--- config.mk ---
export PLATFORM = sky130hd
export DESIGN_NAME = rv32im_instruction_decoder_top
export DESIGN_NICKNAME = d
export VERILOG_FILES = /design/src/rvdec_pkg.sv /design/src/rvdec_front.sv /design/src/rvdec_queue.sv /design/src/rvdec_back.sv /design/src/rv32im_instruction_decoder_top.sv
export SDC_FILE = /design/constraint.sdc
export NUM_CORES = 1
export LEC_CHECK = 0
export BUFFER_PORTS_ARGS = -buffer_cell sky130_fd_sc_hd__buf_2
export CAP_MARGIN = 10
export CORE_MARGIN = 5
export CORE_UTILIZATION = 51
export DETAILED_ROUTE_END_ITERATION = 6
export PLACE_DENSITY_LB_ADDON = 0.08
export SLEW_MARGIN = 0
export SYNTH_ARGS = -nofsm -noshare
export SYNTH_HDL_FRONTEND = slang
export SYNTH_SLANG_ARGS = --single-unit
export TNS_END_PERCENT = 50
--- constraint.sdc ---
create_clock -name clk -period 6.47 [get_ports clk]
set_clock_uncertainty 0.05 [all_clocks]
set_input_delay 1.941 -clock clk [delete_from_list [all_inputs] [get_ports clk]]
set_output_delay 1.941 -clock clk [all_outputs]
set_load 0.05 [all_outputs]
--- src/rvdec_pkg.sv ---
// rvdec_pkg: shared types and codes for the RV32IM decode stage.
// Used by every module of the decoder and by its checker.
`default_nettype none
package rvdec_pkg;

  localparam int QUEUE_DEPTH = 2;
  localparam int QUEUE_AW    = $clog2(QUEUE_DEPTH);

  typedef enum logic [2:0] {
    FMT_R    = 3'd0,
    FMT_I    = 3'd1,
    FMT_S    = 3'd2,
    FMT_B    = 3'd3,
    FMT_U    = 3'd4,
    FMT_J    = 3'd5,
    FMT_NONE = 3'd6
  } fmt_t;

  typedef enum logic [5:0] {
    NAME_UNKNOWN = 6'd0,
    NAME_LUI, NAME_AUIPC, NAME_JAL, NAME_JALR,
    NAME_BEQ, NAME_BNE, NAME_BLT, NAME_BGE, NAME_BLTU, NAME_BGEU,
    NAME_LB, NAME_LH, NAME_LW, NAME_LBU, NAME_LHU,
    NAME_SB, NAME_SH, NAME_SW,
    NAME_ADDI, NAME_SLTI, NAME_SLTIU, NAME_XORI, NAME_ORI, NAME_ANDI,
    NAME_SLLI, NAME_SRLI, NAME_SRAI,
    NAME_ADD, NAME_SUB, NAME_SLL, NAME_SLT, NAME_SLTU, NAME_XOR, NAME_SRL,
    NAME_SRA, NAME_OR, NAME_AND,
    NAME_MUL, NAME_MULH, NAME_MULHSU, NAME_MULHU, NAME_DIV, NAME_DIVU,
    NAME_REM, NAME_REMU,
    NAME_FENCE, NAME_ECALL, NAME_EBREAK
  } name_t;

  typedef struct packed {
    logic [31:0] instr_word;
    logic [31:0] pc_in;
  } instr_t;

  typedef struct packed {
    logic [31:0] next_pc;
    logic        stop;
    logic [5:0]  name_code;
    logic [2:0]  format;
    logic [19:0] packed_imm;
    logic [4:0]  dest_reg;
    logic [4:0]  src1_reg;
    logic [4:0]  src2_reg;
    logic        uses_src1;
    logic        uses_src2;
    logic        writes_dest;
  } decoded_t;

  // classified beat handed from front to back
  typedef struct packed {
    logic [31:0] word;
    logic [31:0] pc;
    name_t       name;
    fmt_t        fmt;
    logic        jal;
    logic        ret;
  } entry_t;

endpackage
`default_nettype wire

--- src/rvdec_front.sv ---
// rvdec_front: accepts instruction beats, keeps the phase bit and classifies
// active-phase beats into name and format. Depends on rvdec_pkg.
`default_nettype none
module rvdec_front (
  input  wire logic              clk,
  input  wire logic              rst,
  input  wire logic              instr_valid,
  output logic                   instr_ready,
  input  wire rvdec_pkg::instr_t instr,
  input  wire logic              q_full,
  output logic                   q_push,
  output rvdec_pkg::entry_t      q_entry
);

  localparam logic [4:0] OP_LOAD   = 5'h00;
  localparam logic [4:0] OP_FENCE  = 5'h03;
  localparam logic [4:0] OP_ALUI   = 5'h04;
  localparam logic [4:0] OP_AUIPC  = 5'h05;
  localparam logic [4:0] OP_STORE  = 5'h08;
  localparam logic [4:0] OP_ALU    = 5'h0C;
  localparam logic [4:0] OP_LUI    = 5'h0D;
  localparam logic [4:0] OP_BRANCH = 5'h18;
  localparam logic [4:0] OP_JALR   = 5'h19;
  localparam logic [4:0] OP_JAL    = 5'h1B;
  localparam logic [4:0] OP_SYSTEM = 5'h1C;
  localparam logic [6:0] F7_ZERO   = 7'b0000000;
  localparam logic [6:0] F7_ALT    = 7'b0100000;
  localparam logic [6:0] F7_MUL    = 7'b0000001;
  localparam logic [24:0] SYS_EBREAK_BITS = 25'b0000000000010000000000000;

  logic phase;
  logic accept;
  logic [31:0] w;
  logic [2:0]  f3;
  logic [6:0]  f7;
  rvdec_pkg::name_t name;
  rvdec_pkg::fmt_t  fmt;
  logic jal;
  logic ret;

  assign instr_ready = !q_full;
  assign accept      = instr_valid && instr_ready;
  assign q_push      = accept && phase;
  assign w  = instr.instr_word;
  assign f3 = w[14:12];
  assign f7 = w[31:25];

  always_comb begin
    name = rvdec_pkg::NAME_UNKNOWN;
    fmt  = rvdec_pkg::FMT_NONE;
    jal  = 1'b0;
    ret  = 1'b0;
    if (w[1:0] == 2'b11) begin
      case (w[6:2])
        OP_LOAD: begin
          fmt = rvdec_pkg::FMT_I;
          case (f3)
            3'd0: name = rvdec_pkg::NAME_LB;
            3'd1: name = rvdec_pkg::NAME_LH;
            3'd2: name = rvdec_pkg::NAME_LW;
            3'd4: name = rvdec_pkg::NAME_LBU;
            3'd5: name = rvdec_pkg::NAME_LHU;
            default: name = rvdec_pkg::NAME_UNKNOWN;
          endcase
        end
        OP_FENCE: begin
          fmt = rvdec_pkg::FMT_I;
          if (f3 == 3'd0) name = rvdec_pkg::NAME_FENCE;
        end
        OP_ALUI: begin
          fmt = rvdec_pkg::FMT_I;
          case (f3)
            3'd0: name = rvdec_pkg::NAME_ADDI;
            3'd1: name = (f7 == F7_ZERO) ? rvdec_pkg::NAME_SLLI : rvdec_pkg::NAME_UNKNOWN;
            3'd2: name = rvdec_pkg::NAME_SLTI;
            3'd3: name = rvdec_pkg::NAME_SLTIU;
            3'd4: name = rvdec_pkg::NAME_XORI;
            3'd5: begin
              if (f7 == F7_ZERO) name = rvdec_pkg::NAME_SRLI;
              else if (f7 == F7_ALT) name = rvdec_pkg::NAME_SRAI;
            end
            3'd6: name = rvdec_pkg::NAME_ORI;
            default: name = rvdec_pkg::NAME_ANDI;
          endcase
        end
        OP_AUIPC: begin
          fmt  = rvdec_pkg::FMT_U;
          name = rvdec_pkg::NAME_AUIPC;
        end
        OP_STORE: begin
          fmt = rvdec_pkg::FMT_S;
          case (f3)
            3'd0: name = rvdec_pkg::NAME_SB;
            3'd1: name = rvdec_pkg::NAME_SH;
            3'd2: name = rvdec_pkg::NAME_SW;
            default: name = rvdec_pkg::NAME_UNKNOWN;
          endcase
        end
        OP_ALU: begin
          fmt = rvdec_pkg::FMT_R;
          if (f7 == F7_ZERO) begin
            case (f3)
              3'd0: name = rvdec_pkg::NAME_ADD;
              3'd1: name = rvdec_pkg::NAME_SLL;
              3'd2: name = rvdec_pkg::NAME_SLT;
              3'd3: name = rvdec_pkg::NAME_SLTU;
              3'd4: name = rvdec_pkg::NAME_XOR;
              3'd5: name = rvdec_pkg::NAME_SRL;
              3'd6: name = rvdec_pkg::NAME_OR;
              default: name = rvdec_pkg::NAME_AND;
            endcase
          end else if (f7 == F7_MUL) begin
            case (f3)
              3'd0: name = rvdec_pkg::NAME_MUL;
              3'd1: name = rvdec_pkg::NAME_MULH;
              3'd2: name = rvdec_pkg::NAME_MULHSU;
              3'd3: name = rvdec_pkg::NAME_MULHU;
              3'd4: name = rvdec_pkg::NAME_DIV;
              3'd5: name = rvdec_pkg::NAME_DIVU;
              3'd6: name = rvdec_pkg::NAME_REM;
              default: name = rvdec_pkg::NAME_REMU;
            endcase
          end else if (f7 == F7_ALT && f3 == 3'd0) begin
            name = rvdec_pkg::NAME_SUB;
          end else if (f7 == F7_ALT && f3 == 3'd5) begin
            name = rvdec_pkg::NAME_SRA;
          end
        end
        OP_LUI: begin
          fmt  = rvdec_pkg::FMT_U;
          name = rvdec_pkg::NAME_LUI;
        end
        OP_BRANCH: begin
          fmt = rvdec_pkg::FMT_B;
          case (f3)
            3'd0: name = rvdec_pkg::NAME_BEQ;
            3'd1: name = rvdec_pkg::NAME_BNE;
            3'd4: name = rvdec_pkg::NAME_BLT;
            3'd5: name = rvdec_pkg::NAME_BGE;
            3'd6: name = rvdec_pkg::NAME_BLTU;
            3'd7: name = rvdec_pkg::NAME_BGEU;
            default: name = rvdec_pkg::NAME_UNKNOWN;
          endcase
        end
        OP_JALR: begin
          fmt = rvdec_pkg::FMT_I;
          if (f3 == 3'd0) begin
            name = rvdec_pkg::NAME_JALR;
            ret  = (w[31:20] == 12'd0) && (w[11:7] == 5'd0) && (w[19:15] == 5'd1);
          end
        end
        OP_JAL: begin
          fmt  = rvdec_pkg::FMT_J;
          name = rvdec_pkg::NAME_JAL;
          jal  = 1'b1;
        end
        OP_SYSTEM: begin
          fmt = rvdec_pkg::FMT_I;
          if (w[31:7] == 25'd0) name = rvdec_pkg::NAME_ECALL;
          else if (w[31:7] == SYS_EBREAK_BITS) name = rvdec_pkg::NAME_EBREAK;
        end
        default: begin
          fmt = rvdec_pkg::FMT_NONE;
        end
      endcase
    end
  end

  always_comb begin
    q_entry.word = w;
    q_entry.pc   = instr.pc_in;
    q_entry.name = name;
    q_entry.fmt  = fmt;
    q_entry.jal  = jal;
    q_entry.ret  = ret;
  end

  // phase flips on every accepted beat; only active beats are queued
  always_ff @(posedge clk) begin
    if (rst) begin
      phase <= 1'b0;
    end else if (accept) begin
      phase <= !phase;
    end
  end

endmodule
`default_nettype wire

--- src/rvdec_queue.sv ---
// rvdec_queue: small FIFO of classified beats between front and back.
// Depends on rvdec_pkg.
`default_nettype none
module rvdec_queue (
  input  wire logic              clk,
  input  wire logic              rst,
  input  wire logic              push,
  input  wire rvdec_pkg::entry_t push_entry,
  output logic                   full,
  output logic                   not_empty,
  input  wire logic              pop,
  output rvdec_pkg::entry_t      head
);

  rvdec_pkg::entry_t slots [rvdec_pkg::QUEUE_DEPTH];
  logic [rvdec_pkg::QUEUE_AW-1:0] wr_ptr;
  logic [rvdec_pkg::QUEUE_AW-1:0] rd_ptr;
  logic [rvdec_pkg::QUEUE_AW:0]   count;
  logic do_push;
  logic do_pop;

  assign full      = (count == (rvdec_pkg::QUEUE_AW+1)'(rvdec_pkg::QUEUE_DEPTH));
  assign not_empty = (count != '0);
  assign do_push   = push && !full;
  assign do_pop    = pop && not_empty;
  assign head      = slots[rd_ptr];

  always_ff @(posedge clk) begin
    if (do_push) begin
      slots[wr_ptr] <= push_entry;
    end
  end

  always_ff @(posedge clk) begin
    if (rst) begin
      wr_ptr <= '0;
      rd_ptr <= '0;
      count  <= '0;
    end else begin
      if (do_push) begin
        wr_ptr <= (wr_ptr == rvdec_pkg::QUEUE_AW'(rvdec_pkg::QUEUE_DEPTH - 1)) ?
                  '0 : wr_ptr + 1'b1;
      end
      if (do_pop) begin
        rd_ptr <= (rd_ptr == rvdec_pkg::QUEUE_AW'(rvdec_pkg::QUEUE_DEPTH - 1)) ?
                  '0 : rd_ptr + 1'b1;
      end
      if (do_push && !do_pop) begin
        count <= count + 1'b1;
      end else if (do_pop && !do_push) begin
        count <= count - 1'b1;
      end
    end
  end

endmodule
`default_nettype wire

--- src/rvdec_back.sv ---
// rvdec_back: builds the packed immediate, next PC and use flags from a
// classified beat and holds the result in the output register. Depends on rvdec_pkg.
`default_nettype none
module rvdec_back (
  input  wire logic              clk,
  input  wire logic              rst,
  input  wire logic              q_not_empty,
  input  wire rvdec_pkg::entry_t q_head,
  output logic                   q_pop,
  output logic                   dec_valid,
  input  wire logic              dec_ready,
  output rvdec_pkg::decoded_t    dec
);

  logic [31:0] w;
  logic [19:0] imm;
  logic [31:0] offset;
  logic u1;
  logic u2;
  logic wd;
  rvdec_pkg::decoded_t result;
  rvdec_pkg::fmt_t fmt;

  assign w     = q_head.word;
  assign fmt   = q_head.fmt;
  assign q_pop = q_not_empty && (!dec_valid || dec_ready);

  always_comb begin
    case (fmt)
      rvdec_pkg::FMT_I: imm = {8'd0, w[31:20]};
      rvdec_pkg::FMT_S: imm = {8'd0, w[31:25], w[11:7]};
      rvdec_pkg::FMT_B: imm = {8'd0, w[31], w[7], w[30:25], w[11:8]};
      rvdec_pkg::FMT_U: imm = w[31:12];
      rvdec_pkg::FMT_J: imm = {w[31], w[19:12], w[20], w[30:21]};
      default:          imm = 20'd0;
    endcase
  end

  // JAL byte offset imm[20:2] as a word offset
  assign offset = {{13{imm[19]}}, imm[19:1]};

  assign u1 = (fmt == rvdec_pkg::FMT_R) || (fmt == rvdec_pkg::FMT_I) ||
              (fmt == rvdec_pkg::FMT_S) || (fmt == rvdec_pkg::FMT_B);
  assign u2 = (fmt == rvdec_pkg::FMT_R) || (fmt == rvdec_pkg::FMT_S) ||
              (fmt == rvdec_pkg::FMT_B);
  assign wd = u1 && (fmt != rvdec_pkg::FMT_S) || (fmt == rvdec_pkg::FMT_U) ||
              (fmt == rvdec_pkg::FMT_J);

  always_comb begin
    result.next_pc     = q_head.jal ? (q_head.pc + offset) : (q_head.pc + 32'd1);
    result.stop        = q_head.ret;
    result.name_code   = q_head.name;
    result.format      = fmt;
    result.packed_imm  = imm;
    result.dest_reg    = w[11:7];
    result.src1_reg    = w[19:15];
    result.src2_reg    = w[24:20];
    result.uses_src1   = u1;
    result.uses_src2   = u2;
    result.writes_dest = wd;
  end

  always_ff @(posedge clk) begin
    if (q_pop) begin
      dec <= result;
    end
  end

  always_ff @(posedge clk) begin
    if (rst) begin
      dec_valid <= 1'b0;
    end else if (q_pop) begin
      dec_valid <= 1'b1;
    end else if (dec_ready) begin
      dec_valid <= 1'b0;
    end
  end

endmodule
`default_nettype wire

--- src/rv32im_instruction_decoder_top.sv ---
// An active-phase beat is written into a queue slot, then registered on dec by the output register.
// Throughput: one instruction accepted per cycle while the queue is not full; every second one yields a beat.
// A two-entry queue between classifier and output register sets the stall decoupling.
// Reset (synchronous, rst high) clears the phase bit, the queue and the output valid.
// Depends on rvdec_pkg, rvdec_front, rvdec_queue, rvdec_back.
`default_nettype none
module rv32im_instruction_decoder_top (
  input  wire logic              clk,
  input  wire logic              rst,
  input  wire logic              instr_valid,
  output logic                   instr_ready,
  input  wire rvdec_pkg::instr_t instr,
  output logic                   dec_valid,
  input  wire logic              dec_ready,
  output rvdec_pkg::decoded_t    dec
);

  logic q_full;
  logic q_push;
  logic q_not_empty;
  logic q_pop;
  rvdec_pkg::entry_t q_in;
  rvdec_pkg::entry_t q_head;

  rvdec_front u_front (
    .clk         (clk),
    .rst         (rst),
    .instr_valid (instr_valid),
    .instr_ready (instr_ready),
    .instr       (instr),
    .q_full      (q_full),
    .q_push      (q_push),
    .q_entry     (q_in)
  );

  rvdec_queue u_queue (
    .clk        (clk),
    .rst        (rst),
    .push       (q_push),
    .push_entry (q_in),
    .full       (q_full),
    .not_empty  (q_not_empty),
    .pop        (q_pop),
    .head       (q_head)
  );

  rvdec_back u_back (
    .clk         (clk),
    .rst         (rst),
    .q_not_empty (q_not_empty),
    .q_head      (q_head),
    .q_pop       (q_pop),
    .dec_valid   (dec_valid),
    .dec_ready   (dec_ready),
    .dec         (dec)
  );

endmodule
`default_nettype wire

# ---- Yosys cells after proc, flatten, opt, wreduce, memory -nomap -nowiden
# Memory sizes are Yosys's and may differ from the RTL's. A register that Yosys moved wholly into a read port is not among the register bits.
# Cells that the tools add are included.
# W data, S select, Z words.
dict set report totals {
  reg_bits 86
  ram_bits 150
  in_bits 68
  wordCells 127
  n_memories 1
}
dict set report classes {
  n_addsub 6
  eq_ne 29
  muxes 38
  reduce_logical 37
}
# memory depth width read_ports rd_clocked_by_memory_dff write_ports line_no
set memory_table {}
lappend memory_table {u_queue.slots 2 75 1 1 1 rvdec_queue.sv:15} ;# rvdec_pkg::entry_t slots [rvdec_pkg::QUEUE_DEPTH];
# operator n
set ops {}
lappend ops {{$pmux W20 S5} 1}
lappend ops {{$pmux W6 S7} 2}
lappend ops {{$pmux W6 S11} 1}
lappend ops {{$mux W6} 9}
lappend ops {{$add A32 B1 Y32 const B} 1}
lappend ops {{$add A32 B32 Y32} 1}
lappend ops {{$mux W32} 1}
lappend ops {{$pmux W4 S7} 1}
lappend ops {{$eq A25 B14 Y1 const B} 1}
lappend ops {{$logic_not A25 Y1} 1}
lappend ops {{$pmux W4 S6} 1}
lappend ops {{$eq A5 B5 Y1 const B} 4}
lappend ops {{$pmux W4 S5} 1}
lappend ops {{$eq A3 B3 Y1 const B} 6}
lappend ops {{$pmux W3 S6} 1}
lappend ops {{$eq A5 B4 Y1 const B} 3}
lappend ops {{$pmux W5 S3} 1}
lappend ops {{$mux W1} 13}
lappend ops {{$eq A3 B2 Y1 const B} 4}
lappend ops {{$logic_and A1 B1 Y1} 12}
lappend ops {{$logic_not A12 Y1} 1}
lappend ops {{$eq A5 B3 Y1 const B} 2}
lappend ops {{$logic_not A5 Y1} 2}
lappend ops {{$mux W5} 2}
lappend ops {{other kinds (19)} 38}

# ---- Longest topological paths before layout
# Gate-level depths: netlist of the first run.
dict set report depth {
  depth_word 9
  ltp_mapped 18
  mapped_depth_nobuf 16
}

# ---- Cells and area by module
# Synthesis of the first run repeated with hierarchy kept, for this count alone.
dict set report hier_totals {
  hier_cells 947
  area_unflattened_um2 12104.1
}
# module n_inst cells_each area_each_um2
set modules_own_cells {}
lappend modules_own_cells {rvdec_queue 1 258 5642.9}
lappend modules_own_cells {rvdec_back 1 460 4943.5}
lappend modules_own_cells {rvdec_front 1 229 1517.7}

# ---- Least setup slack after synthesis of the first run
# Ideal clock, no wire load.
dict set report synth_path {
  path_type {input port to flip-flop}
  start {in instr_valid}
  end {mem u_queue.slots[0][0] in the netlist's numbering (enable)}
  setup_time_ps 495
  t_arrival_ps 4964
  t_required_ps 5925
  path_slack_ps 961
  path_stages 2
  n_path_buf 0
  cell_sequence {nand3_1 > nor2_1}
}
dict set report synth_via {
  elab_chain_cells 5
}
# item line_no
set synth_lines {}
lappend synth_lines {{start, declared} rv32im_instruction_decoder_top.sv:10} ;# input wire logic instr_valid,
lappend synth_lines {{$logic_and A1 B1 Y1} rvdec_front.sv:42} ;# assign accept = instr_valid && instr_ready;
lappend synth_lines {{$logic_and A1 B1 Y1} rvdec_front.sv:43} ;# assign q_push = accept && phase;
lappend synth_lines {{$logic_and A1 B1 Y1} rvdec_queue.sv:24} ;# assign do_push = push && !full;
lappend synth_lines {{$mux W1} rvdec_queue.sv:29} ;# if (do_push) begin
lappend synth_lines {{$mux W1 (implied by the code)} rvdec_queue.sv:30} ;# slots[wr_ptr] <= push_entry;
lappend synth_lines {{end, declared} rvdec_queue.sv:15}
# No other way between the ends.

==> results.cfg, run 1 <==
[run_status]
result_of_the_run = completed

[global_routing]
first_global_vias = 7180
initial_antenna_violation_count = 0
grt_first_pass_wirelength_um = 39500
groute.usage.overall = 0.204
grt_max_degree = 69
grt-ovfl-total = 0

[power_and_ir_drop]
clock_power_share = 0.234
report.power.total_mw = 5.77
pwr_density_cell_nw_per_um2 = 454
power_report.internal_total_mw = 3.43
irDropWorstVdd_mv = 0.339
netSwitchingFraction = 0.406
power.share.sequential = 0.370
static-leakage-power_nw = 4.67
power.combinational.fraction = 0.396
power_switching_mw = 2.34

[die]
floorplan.core_area_sq_um = 21100
design.die.area_sq_um = 24500
floorplan.die.width_um = 157
placement_rows = 53
start_util = 0.519
boundaryPins = 150
die-height_um = 157

[synth]
library_cell_with_the_highest_instance_count_after_synthesis = sky130_fd_sc_hd__edfxtp_1
yosys.area_share.simple = 0.108
synthesis.nets = 978
post-synth-top-area-fraction = 0.592
yosys_most_used_dff = sky130_fd_sc_hd__edfxtp_1
synthArstFlopShare = 0
ys_seq_area_frac = 0.605
synth_fa_ha_area_frac = 0.0384
synth_top_cell_by_area = sky130_fd_sc_hd__edfxtp_1
ys_ff_latch = 223
post_synth_num_cell_types = 79
synth_common_cells = sky130_fd_sc_hd__edfxtp_1, sky130_fd_sc_hd__nor2_1, sky130_fd_sc_hd__a21oi_1
synth_edf_count = 216
synth_top_family_by_area = compound AO/OA/AOI/OAI gates
synth-warning-count = 0
xor_xnor_portion_of_the_synthesized_cell_area = 0.0263
ys_top_cells_by_area = sky130_fd_sc_hd__edfxtp_1, sky130_fd_sc_hd__mux2_2, sky130_fd_sc_hd__ha_1
synth_cells = 877
synth_compound_gate_area_share = 0.126
synthesis.area_sq_um = 10900
avgSynthCellArea_sq_um = 12.5
post_synthesis_mux_area_share = 0.0705

[timing]
post-route-period-util = 0.716
timing.final.setup_violations = 0
timing.fmax_ghz = 0.216
relSlewSlack = 0.344
grt_setup_unrepaired = false
total_negative_slack_for_setup_checks_ns = 0
worst_margin_pin_slew_ns = 0.984
hold_viol = 0
final.min_clock_period_ns = 4.63
drv_slew = 0

[worst_hold_path]
worstHoldPathType = flip-flop to flip-flop
holdPathEnd = u_back.dec_valid
worst_hold_path.num_cells = 2
start_point_of_the_worst_hold_path = u_back.dec_valid

[routing]
drt_pre_antenna_iters = 5
routed-via-count = 7475
drcViolationCount = 0
initialDrtViolationCount = 448
drt-wirelength-per-cell_um = 19.2
postRouteAntennaNets = 0
routed_wl_um = 25200
routed_via_density = 5.71

[clocking]
clock_tree_from_tritoncts = done
clk-insertion-delay-late_ns = 0.53
clock_tree.buffer_depth = 3
cts_num_sinks = 223
tritoncts.num_buffers = 25
cts_htree_levels = 1
post_cts_resize_count = 0
cts_root_buf = sky130_fd_sc_hd__clkbuf_16
cts_hold_buffers = 0
post_cts_buffers = 0
path_clk_slew_ns = 0.06

[run]
drv_cap = 0

[finish]
final_layout_size_suffix_gt1_frac = 0.263
n_fill_cell = 1755
number_of_antenna_diodes = 0
layout.nets = 1118
area_growth_syn_to_layout_pct = 16.1

[critical_path]
worst-endpoint-arrival_ns = 4.84
worst-r2r-setup-slack_ns = 1.84
r2r_end = u_back.dec[76]
worst_r2r_path_depth = 15
worst-endpoint-required_ns = 6.68
critPathCaptureType = flip-flop
worstSetupPathType = flip-flop to flip-flop
worst-path-max-fanout = 25
critPathLaunchType = flip-flop

[placement]
gp_congestion = 0.899
port_buffers = 149
hpwl_um = 18100
## how the worst max path moves through the flow
stage	startpoint	endpoint	cells past startpoint
2_1_floorplan	instr_valid	u_queue.slots[0][0]	2
3_3_place_gp	flip-flop	u_back.dec[76]	15
3_5_place_dp	flip-flop	u_back.dec[76]	15
4_1_cts	flip-flop	u_back.dec[76]	15
5_1_grt	flip-flop	u_back.dec[76]	16
6_report	flip-flop	u_back.dec[76]	15
## critical path: stages, from the launching register on
cell and delay [ns]:
sky130_fd_sc_hd__dfxtp_4 0.59, sky130_fd_sc_hd__mux2_2 0.51, sky130_fd_sc_hd__clkinv_1 0.29, sky130_fd_sc_hd__nor2_1 0.11, sky130_fd_sc_hd__a221oi_1 0.27, sky130_fd_sc_hd__a31oi_1 0.10
sky130_fd_sc_hd__or2_1 0.26, sky130_fd_sc_hd__ha_1 0.21, sky130_fd_sc_hd__fa_1 0.42, sky130_fd_sc_hd__a211o_1 0.34, sky130_fd_sc_hd__a21oi_2 0.19, sky130_fd_sc_hd__o211ai_1 0.23
sky130_fd_sc_hd__a21oi_1 0.27, sky130_fd_sc_hd__nor2_1 0.10, sky130_fd_sc_hd__o41ai_2 0.31, sky130_fd_sc_hd__xnor2_1 0.10
## cell usage in the layout (no fill, tap or decap), drive strengths merged, types with 9 or more instances in the layout
| master | Yosys | layout |
|---|---|---|
| o211ai | 10 | 10 |
| edfxtp | 216 | 216 |
| clkbuf | 28 | 29 |
| mux2i | 17 | 17 |
| o21ai | 44 | 44 |
| inv | 21 | 23 |
| nor3 | 20 | 20 |
| o22ai | 9 | 9 |
| a31oi | 13 | 13 |
| clkinv | 1 | 9 |
| nor4 | 9 | 9 |
| mux2 | 52 | 52 |
| a21oi | 70 | 70 |
| xnor2 | 19 | 19 |
| nand2 | 50 | 50 |
| nor2 | 84 | 84 |
| a21o | 12 | 12 |
| xor2 | 13 | 13 |
| buf | 16 | 157 |
| nor2b | 20 | 20 |
| ha | 32 | 32 |
| nand3 | 17 | 17 |
| a211oi | 9 | 9 |
## state kept, by name, summed over array words and instances (netlist names), named ones only
signal,cells
u_back.dec,80
u_back.dec_valid,1
u_queue.slots,136
u_queue.count,2
u_queue.rd_ptr,1
u_queue.wr_ptr,1
u_front.phase,1
## layout make-up
cell class / instances / area [sq um] / share of cell area
well taps: 275 / 344 / 0.0271
multi-input cells: 588 / 4060 / 0.319
clock inverters: 15 / 145 / 0.0114
clock buffers: 29 / 641 / 0.0504
inverters: 22 / 83.8 / 0.00660
flip-flops and latches: 223 / 6630 / 0.522
repair buffers: 157 / 806 / 0.0634
## metal layers
| layer | wire length (um) | track usage | vias to the layer above |
|---|---|---|---|
| li1 | - | - | 3610 |
| met1 | 11200 | 0.288 | 3568 |
| met2 | 11900 | 0.331 | 259 |
| met3 | 1510 | 0.0296 | 38 |
| met4 | 534 | 0.0579 | 0 |
| met5 | 0 | 0 | - |
## power by group through the flow
stage          clock (mW)  sequential (mW)  combinational (mW)
5_1_grt              1.44             2.17                2.45
3_3_place_gp            0             2.17                2.28
2_1_floorplan           0             2.94               0.964
6_report             1.35             2.14                2.29
4_1_cts              1.38             2.15                2.30
3_5_place_dp            0             2.17                2.29
## kinds of logic (layout without fill, tap and decap cells)
group,count (synthesis),count (layout)
compound gates,217,217
xor+xnor,32,32
fa+ha+maj,33,33
buf+inv,66,223
flops,223,223
mux,69,69
simple gates,237,237
## through the flow
step	instances	util	cell area, sq um	worst slack, ns	hold WS, ns
after CTS	1309	0.603	12700	1.86	0.443
after detailed placement	1265	0.565	11900	1.88	0.434
after global placement	1265	0.565	11900	1.95	0.430
after global routing	1309	0.603	12700	1.51	0.483
final	1309	0.603	12700	1.84	0.443
after floorplan	877	-	10900	0.961	0.425
Note: power is estimated with default switching activity, not from simulation.
==> run 2: changes to the inputs <==
Clock period 6.47 ns to 4.33 ns, I/O delays scaled along.
==> results.cfg, run 2 (synthesized netlist as in run 1, its figures left out) <==
[run_status]
result_of_the_run = completed

[global_routing]
groute.usage.overall = 0.203
grt_max_degree = 69
grt_busiest_layer = met2
grt-ovfl-total = 0
grt.met3_usage = 0.0332
grt_first_pass_wirelength_um = 39300
grtUsageMet2 = 0.339
initial_antenna_violation_count = 0
first_global_vias = 7192
grtUsageMet1 = 0.281

[timing]
post-route-period-util = 0.940
drv_slew = 0
relSlewSlack = 0.528
hold_viol = 0
timing.fmax_ghz = 0.246
final.min_clock_period_ns = 4.07
total_negative_slack_for_setup_checks_ns = 0
timing.final.setup_violations = 0
worst_margin_pin_slew_ns = 0.706
timing.hold.ws_ns = 0.462

[finish]
n_fill_cell = 1684
number_of_antenna_diodes = 0
most-common-layout-cells = sky130_fd_sc_hd__edfxtp_1, sky130_fd_sc_hd__buf_2, sky130_fd_sc_hd__nor2_1, sky130_fd_sc_hd__a21oi_1, sky130_fd_sc_hd__mux2_2
final_layout_size_suffix_gt1_frac = 0.280
largest_register_ffs = 136
post_layout_nonfiller_instances = 1329
multi_input_comb_area_sq_um = 4070
area_growth_syn_to_layout_pct = 18.0
most_frequent_standard_cell_in_the_layout_excluding_fill_and_tap_cells = sky130_fd_sc_hd__edfxtp_1
seq_area_sq_um = 6630
layout.nets = 1138
largest_registers = u_queue.slots x136, u_back.dec x80, u_queue.count x2
final_util = 0.612
largest-register = u_queue.slots

[clocking]
cts_htree_levels = 1
cts_num_sinks = 223
cts_hold_buffers = 0
clk-insertion-delay-late_ns = 0.52
path_clk_slew_ns = 0.06
cts_root_buf = sky130_fd_sc_hd__clkbuf_16
clock_tree_from_tritoncts = done
tritoncts.num_buffers = 24
clock_tree.buffer_depth = 3

[placement]
dp.cells = 1282
hpwl_um = 18600
port_buffers = 149
gp_congestion = 0.938

[power_and_ir_drop]
report.power.total_mw = 8.71
irDropWorstVdd_mv = 0.417
pwr_density_cell_nw_per_um2 = 674
static-leakage-power_nw = 4.80

[routing]
routed-via-count = 7503
routed_wl_um = 25400
drcViolationCount = 0
initialDrtViolationCount = 384
postRouteAntennaNets = 0
routed_via_density = 5.65
drt-wirelength-per-cell_um = 19.1
drt_pre_antenna_iters = 4

[critical_path]
cpLargestDelayFamily = compound AO/OA/AOI/OAI gates
worstSetupPathType = flip-flop to flip-flop
critPathCaptureType = flip-flop
critPathMaxStageDelay_ns = 0.48
crit_path_top_delay_cell = sky130_fd_sc_hd__dfxtp_4
worst-endpoint-required_ns = 4.53
worst-endpoint-arrival_ns = 4.27
critPathLaunchType = flip-flop
worst-path-max-fanout = 15
crit_path_cell_trace = mux2_2, buf_4, nor2_1, a221oi_1, a31oi_1, or2_1, ha_1, fa_1, a211o_1, a21oi_2, o211ai_1, a21oi_2, nor2_1, o41ai_2, xnor2_1
timing.critical_path.buf_inv = 1

[die]
boundaryPins = 150
die-height_um = 157
start_util = 0.519
design.die.area_sq_um = 24500
placement_rows = 53
floorplan.die.width_um = 157
floorplan.core_area_sq_um = 21100

[worst_hold_path]
start_point_of_the_worst_hold_path = u_back.dec_valid
worstHoldPathType = flip-flop to flip-flop

[run]
drv_cap = 0
-- run 2: layout make-up --
class,instances,area share
well taps,275,0.0266
flip-flops and latches,223,0.513
clock buffers,31,0.0509
inverters,22,0.00649
repair buffers,178,0.0775
clock inverters,12,0.00998
multi-input cells,588,0.315
-- run 2: power by group --
group	internal (mW)	switching [mW]	leakage (nW)
combinational	0.985	2.55	2.37
sequential	3.02	0.149	2.04
clock	1.19	0.807	0.382
-- run 2: path summary, 6_finish.rpt --
path / slack, ns / endpoint / cells after the start
worst min-delay path: 0.46 / u_back.dec_valid / 2
worst max-delay path: 0.26 / u_back.dec[76] / 15
worst max register to register: 0.26 / u_back.dec[76] / 15
worst min register to register: 0.46 / u_back.dec_valid / 2
-- run 2: layer usage --
layer	share of wire	vias to the layer above
met4	0.019	0
met2	0.48	238
met5	0	-
met3	0.065	33
met1	0.43	3583
li1	-	3649
-- run 2: worst reg2reg max path, cell delays in order, from the launching register on --
cell and delay [ns]:
sky130_fd_sc_hd__dfxtp_4 0.48, sky130_fd_sc_hd__mux2_2 0.22, sky130_fd_sc_hd__buf_4 0.19, sky130_fd_sc_hd__nor2_1 0.08, sky130_fd_sc_hd__a221oi_1 0.31, sky130_fd_sc_hd__a31oi_1 0.10
sky130_fd_sc_hd__or2_1 0.25, sky130_fd_sc_hd__ha_1 0.21, sky130_fd_sc_hd__fa_1 0.43, sky130_fd_sc_hd__a211o_1 0.34, sky130_fd_sc_hd__a21oi_2 0.17, sky130_fd_sc_hd__o211ai_1 0.23
sky130_fd_sc_hd__a21oi_2 0.23, sky130_fd_sc_hd__nor2_1 0.08, sky130_fd_sc_hd__o41ai_2 0.32, sky130_fd_sc_hd__xnor2_1 0.10
-- run 2: through the flow --
stage / cell area (sq um) / setup slack (ns)
floorplan: 10900 / -0.537
detailed placement: 12100 / 0.252
finish: 12900 / 0.261
global placement: 12100 / 0.266
CTS: 12900 / 0.210
global route: 12900 / -0.00886
-- run 2: repair_timing --
action                     4_1_cts  5_1_grt
setup buffers                    0        4
setup endpoints to repair        0        4
gates resized for setup          0        5
==> run 3: changes to the inputs <==
==> constraint.sdc (replaced) <==
create_clock -name clk -period 4.33 [get_ports clk]
set_clock_uncertainty 0.05 [all_clocks]
set_input_delay 0.2165 -clock clk [delete_from_list [all_inputs] [get_ports clk]]
set_output_delay 0.2165 -clock clk [all_outputs]
set_load 0.05 [all_outputs]
==> results.cfg, run 3 (synthesized netlist as in run 1, its figures left out) <==
[finish]
seq_area_sq_um = 6630
number_of_antenna_diodes = 0
final_util = 0.634
largest_registers = u_queue.slots x136, u_back.dec x80, u_queue.count x2
area_growth_syn_to_layout_pct = 22.1
most_frequent_standard_cell_in_the_layout_excluding_fill_and_tap_cells = sky130_fd_sc_hd__edfxtp_1
stdcell_area_sq_um = 13400
multi_input_comb_area_sq_um = 4060
most-common-layout-cells = sky130_fd_sc_hd__edfxtp_1, sky130_fd_sc_hd__buf_2, sky130_fd_sc_hd__nor2_1, sky130_fd_sc_hd__a21oi_1, sky130_fd_sc_hd__dlygate4sd3_1
largest-register = u_queue.slots
layout.nets = 1193
final_layout_size_suffix_gt1_frac = 0.262
n_fill_cell = 1662
largest_register_ffs = 136
post_layout_nonfiller_instances = 1380

[power_and_ir_drop]
power.combinational.fraction = 0.414
power_switching_mw = 3.50
power_report.internal_total_mw = 5.10
netSwitchingFraction = 0.407
power.share.sequential = 0.368
pwr_density_cell_nw_per_um2 = 644
irDropWorstVdd_mv = 0.426
clock_power_share = 0.218
static-leakage-power_nw = 4.98

[placement]
placed_cell_area_sq_um = 12000
gp_congestion = 0.926
port_buffers = 149
hpwl_um = 18500
worst_slack_after_detailed_placement_ns = 0.263
dp.cells = 1280

[timing]
timing.fmax_ghz = 0.245
hold_viol = 0
relSlewSlack = 0.357
final_critical_path_setup_slack_ns = 0.245
timing.final.setup_violations = 0
post-route-period-util = 0.943
grt_setup_unrepaired = false
worst_margin_pin_slew_ns = 0.962
drv_slew = 0
final.min_clock_period_ns = 4.09
total_negative_slack_for_setup_checks_ns = 0

[critical_path]
worst_r2r_path_depth = 15
timing.critical_path.buf_inv = 2
critPathCaptureType = flip-flop
critPathLaunchType = flip-flop
crit_path_top_delay_cell = sky130_fd_sc_hd__dfxtp_4
cpLargestDelayFamily = compound AO/OA/AOI/OAI gates
worstSetupPathType = flip-flop to flip-flop
r2r_end = u_back.dec[69]
critPathMaxStageDelay_ns = 0.42
cpMostUsedCell = sky130_fd_sc_hd__a21oi_1
worst-endpoint-arrival_ns = 4.29
crit_path_cell_trace = buf_4, buf_4, mux2_2, a21oi_1, nor2_1, a21oi_1, o21ai_0, nor2b_1, ha_1, and4_1, a21boi_1, o2111ai_1, a21oi_1, nor4_1, a211o_1
worst-endpoint-required_ns = 4.53
worst-path-max-fanout = 20
worst-r2r-setup-slack_ns = 0.24

[run]
drv_cap = 0

[routing]
postRouteAntennaNets = 0
drt_pre_antenna_iters = 6
initialDrtViolationCount = 586
drcViolationCount = 0
drt-wirelength-per-cell_um = 18.8
routed_wl_um = 25900
routed-via-count = 7763
routed_via_density = 5.63

[die]
floorplan.die.width_um = 157
start_util = 0.519
floorplan.core_area_sq_um = 21100
die-height_um = 157
boundaryPins = 150
placement_rows = 53
design.die.area_sq_um = 24500

[worst_hold_path]
worstHoldPathType = input port to flip-flop
holdPathEnd = u_queue.slots[1][4]
worst_hold_path.num_cells = 2
start_point_of_the_worst_hold_path = instr[32]

[clocking]
tritoncts.num_buffers = 24
path_clk_slew_ns = 0.06
clk-insertion-delay-late_ns = 0.53
cts_htree_levels = 1
cts_root_buf = sky130_fd_sc_hd__clkbuf_16
cts_num_sinks = 223
clock_tree.buffer_depth = 3
clock_tree_from_tritoncts = done

[run_status]
result_of_the_run = completed

[global_routing]
grt_first_pass_wirelength_um = 39900
grt-ovfl-total = 0
initial_antenna_violation_count = 0
first_global_vias = 7391
grt_max_degree = 69
groute.usage.overall = 0.207
[run 3: changes by cell type in the layout (fill, tap and decap cells not counted), moves of 2 or more]
cell                            previous run  this run
sky130_fd_sc_hd__dlygate4sd3_1             0        56
sky130_fd_sc_hd__mux2i_1                  13        15
sky130_fd_sc_hd__clkinvlp_4                1         3
sky130_fd_sc_hd__buf_12                    3         1
sky130_fd_sc_hd__o21ai_1                   4         2
sky130_fd_sc_hd__clkinv_1                  5         3
sky130_fd_sc_hd__mux2i_2                   3         1
sky130_fd_sc_hd__o21ai_0                  40        42
sky130_fd_sc_hd__clkbuf_8                  3         0
[run 3: metal layers]
metal	vias up	track usage	share of wire
li1	3760	-	-
met1	3668	0.287	0.43
met5	-	0	0
met4	0	0.0517	0.021
met2	288	0.346	0.48
met3	47	0.0293	0.066
[run 3: power by group through the flow]
stage	registers (mW)	logic, mW	clock network (mW)
3_5_place_dp	3.23	3.47	0
4_1_cts	3.19	3.52	1.91
3_3_place_gp	3.23	3.47	0
2_1_floorplan	4.40	1.44	0
6_report	3.17	3.56	1.88
5_1_grt	3.21	3.79	2.02
[run 3: what timing repair did]
action,in CTS,in global routing
hold buffers,56,0
hold endpoints to repair,113,0
setup buffers,0,5
resized for setup,0,1
endpoints found under the setup margin,0,2
[run 3: per-stage QoR]
stage	hold WS, ns	power, mW
3_3_place_gp	0.357	6.69
5_1_grt	0.00269	9.02
3_5_place_dp	0.358	6.71
2_1_floorplan	0.236	5.84
6_report	0.0224	8.61
4_1_cts	0.00371	8.63
[run 3: worst reg2reg max path: stages, from the launching register on]
cell and delay [ns]:
sky130_fd_sc_hd__dfxtp_4 0.42, sky130_fd_sc_hd__buf_4 0.16, sky130_fd_sc_hd__buf_4 0.29, sky130_fd_sc_hd__mux2_2 0.40
sky130_fd_sc_hd__a21oi_1 0.15, sky130_fd_sc_hd__nor2_1 0.05, sky130_fd_sc_hd__a21oi_1 0.10, sky130_fd_sc_hd__o21ai_0 0.15
sky130_fd_sc_hd__nor2b_1 0.19, sky130_fd_sc_hd__ha_1 0.36, sky130_fd_sc_hd__and4_1 0.26, sky130_fd_sc_hd__a21boi_1 0.22
sky130_fd_sc_hd__o2111ai_1 0.23, sky130_fd_sc_hd__a21oi_1 0.40, sky130_fd_sc_hd__nor4_1 0.10, sky130_fd_sc_hd__a211o_1 0.27
[run 3: cell type report]
type,instances,area share
flip-flops and latches,223,0.496
inverters,22,0.00627
repair buffers,233,0.114
multi-input cells,588,0.304
well taps,275,0.0257
clock buffers,29,0.0463
clock inverters,10,0.00786
[run 3: worst max path at each step]
stage,slack [ns],start,depth (start not counted),end
after global routing,0.007,flip-flop,15,u_back.dec[76]
after global placement,0.29,flip-flop,15,u_back.dec[76]
after CTS,0.23,flip-flop,15,u_back.dec[76]
final,0.24,flip-flop,15,u_back.dec[69]
after floorplan,-0.21,u_queue.count[0],3,u_queue.slots[0][0]
after detailed placement,0.26,flip-flop,15,u_back.dec[76]
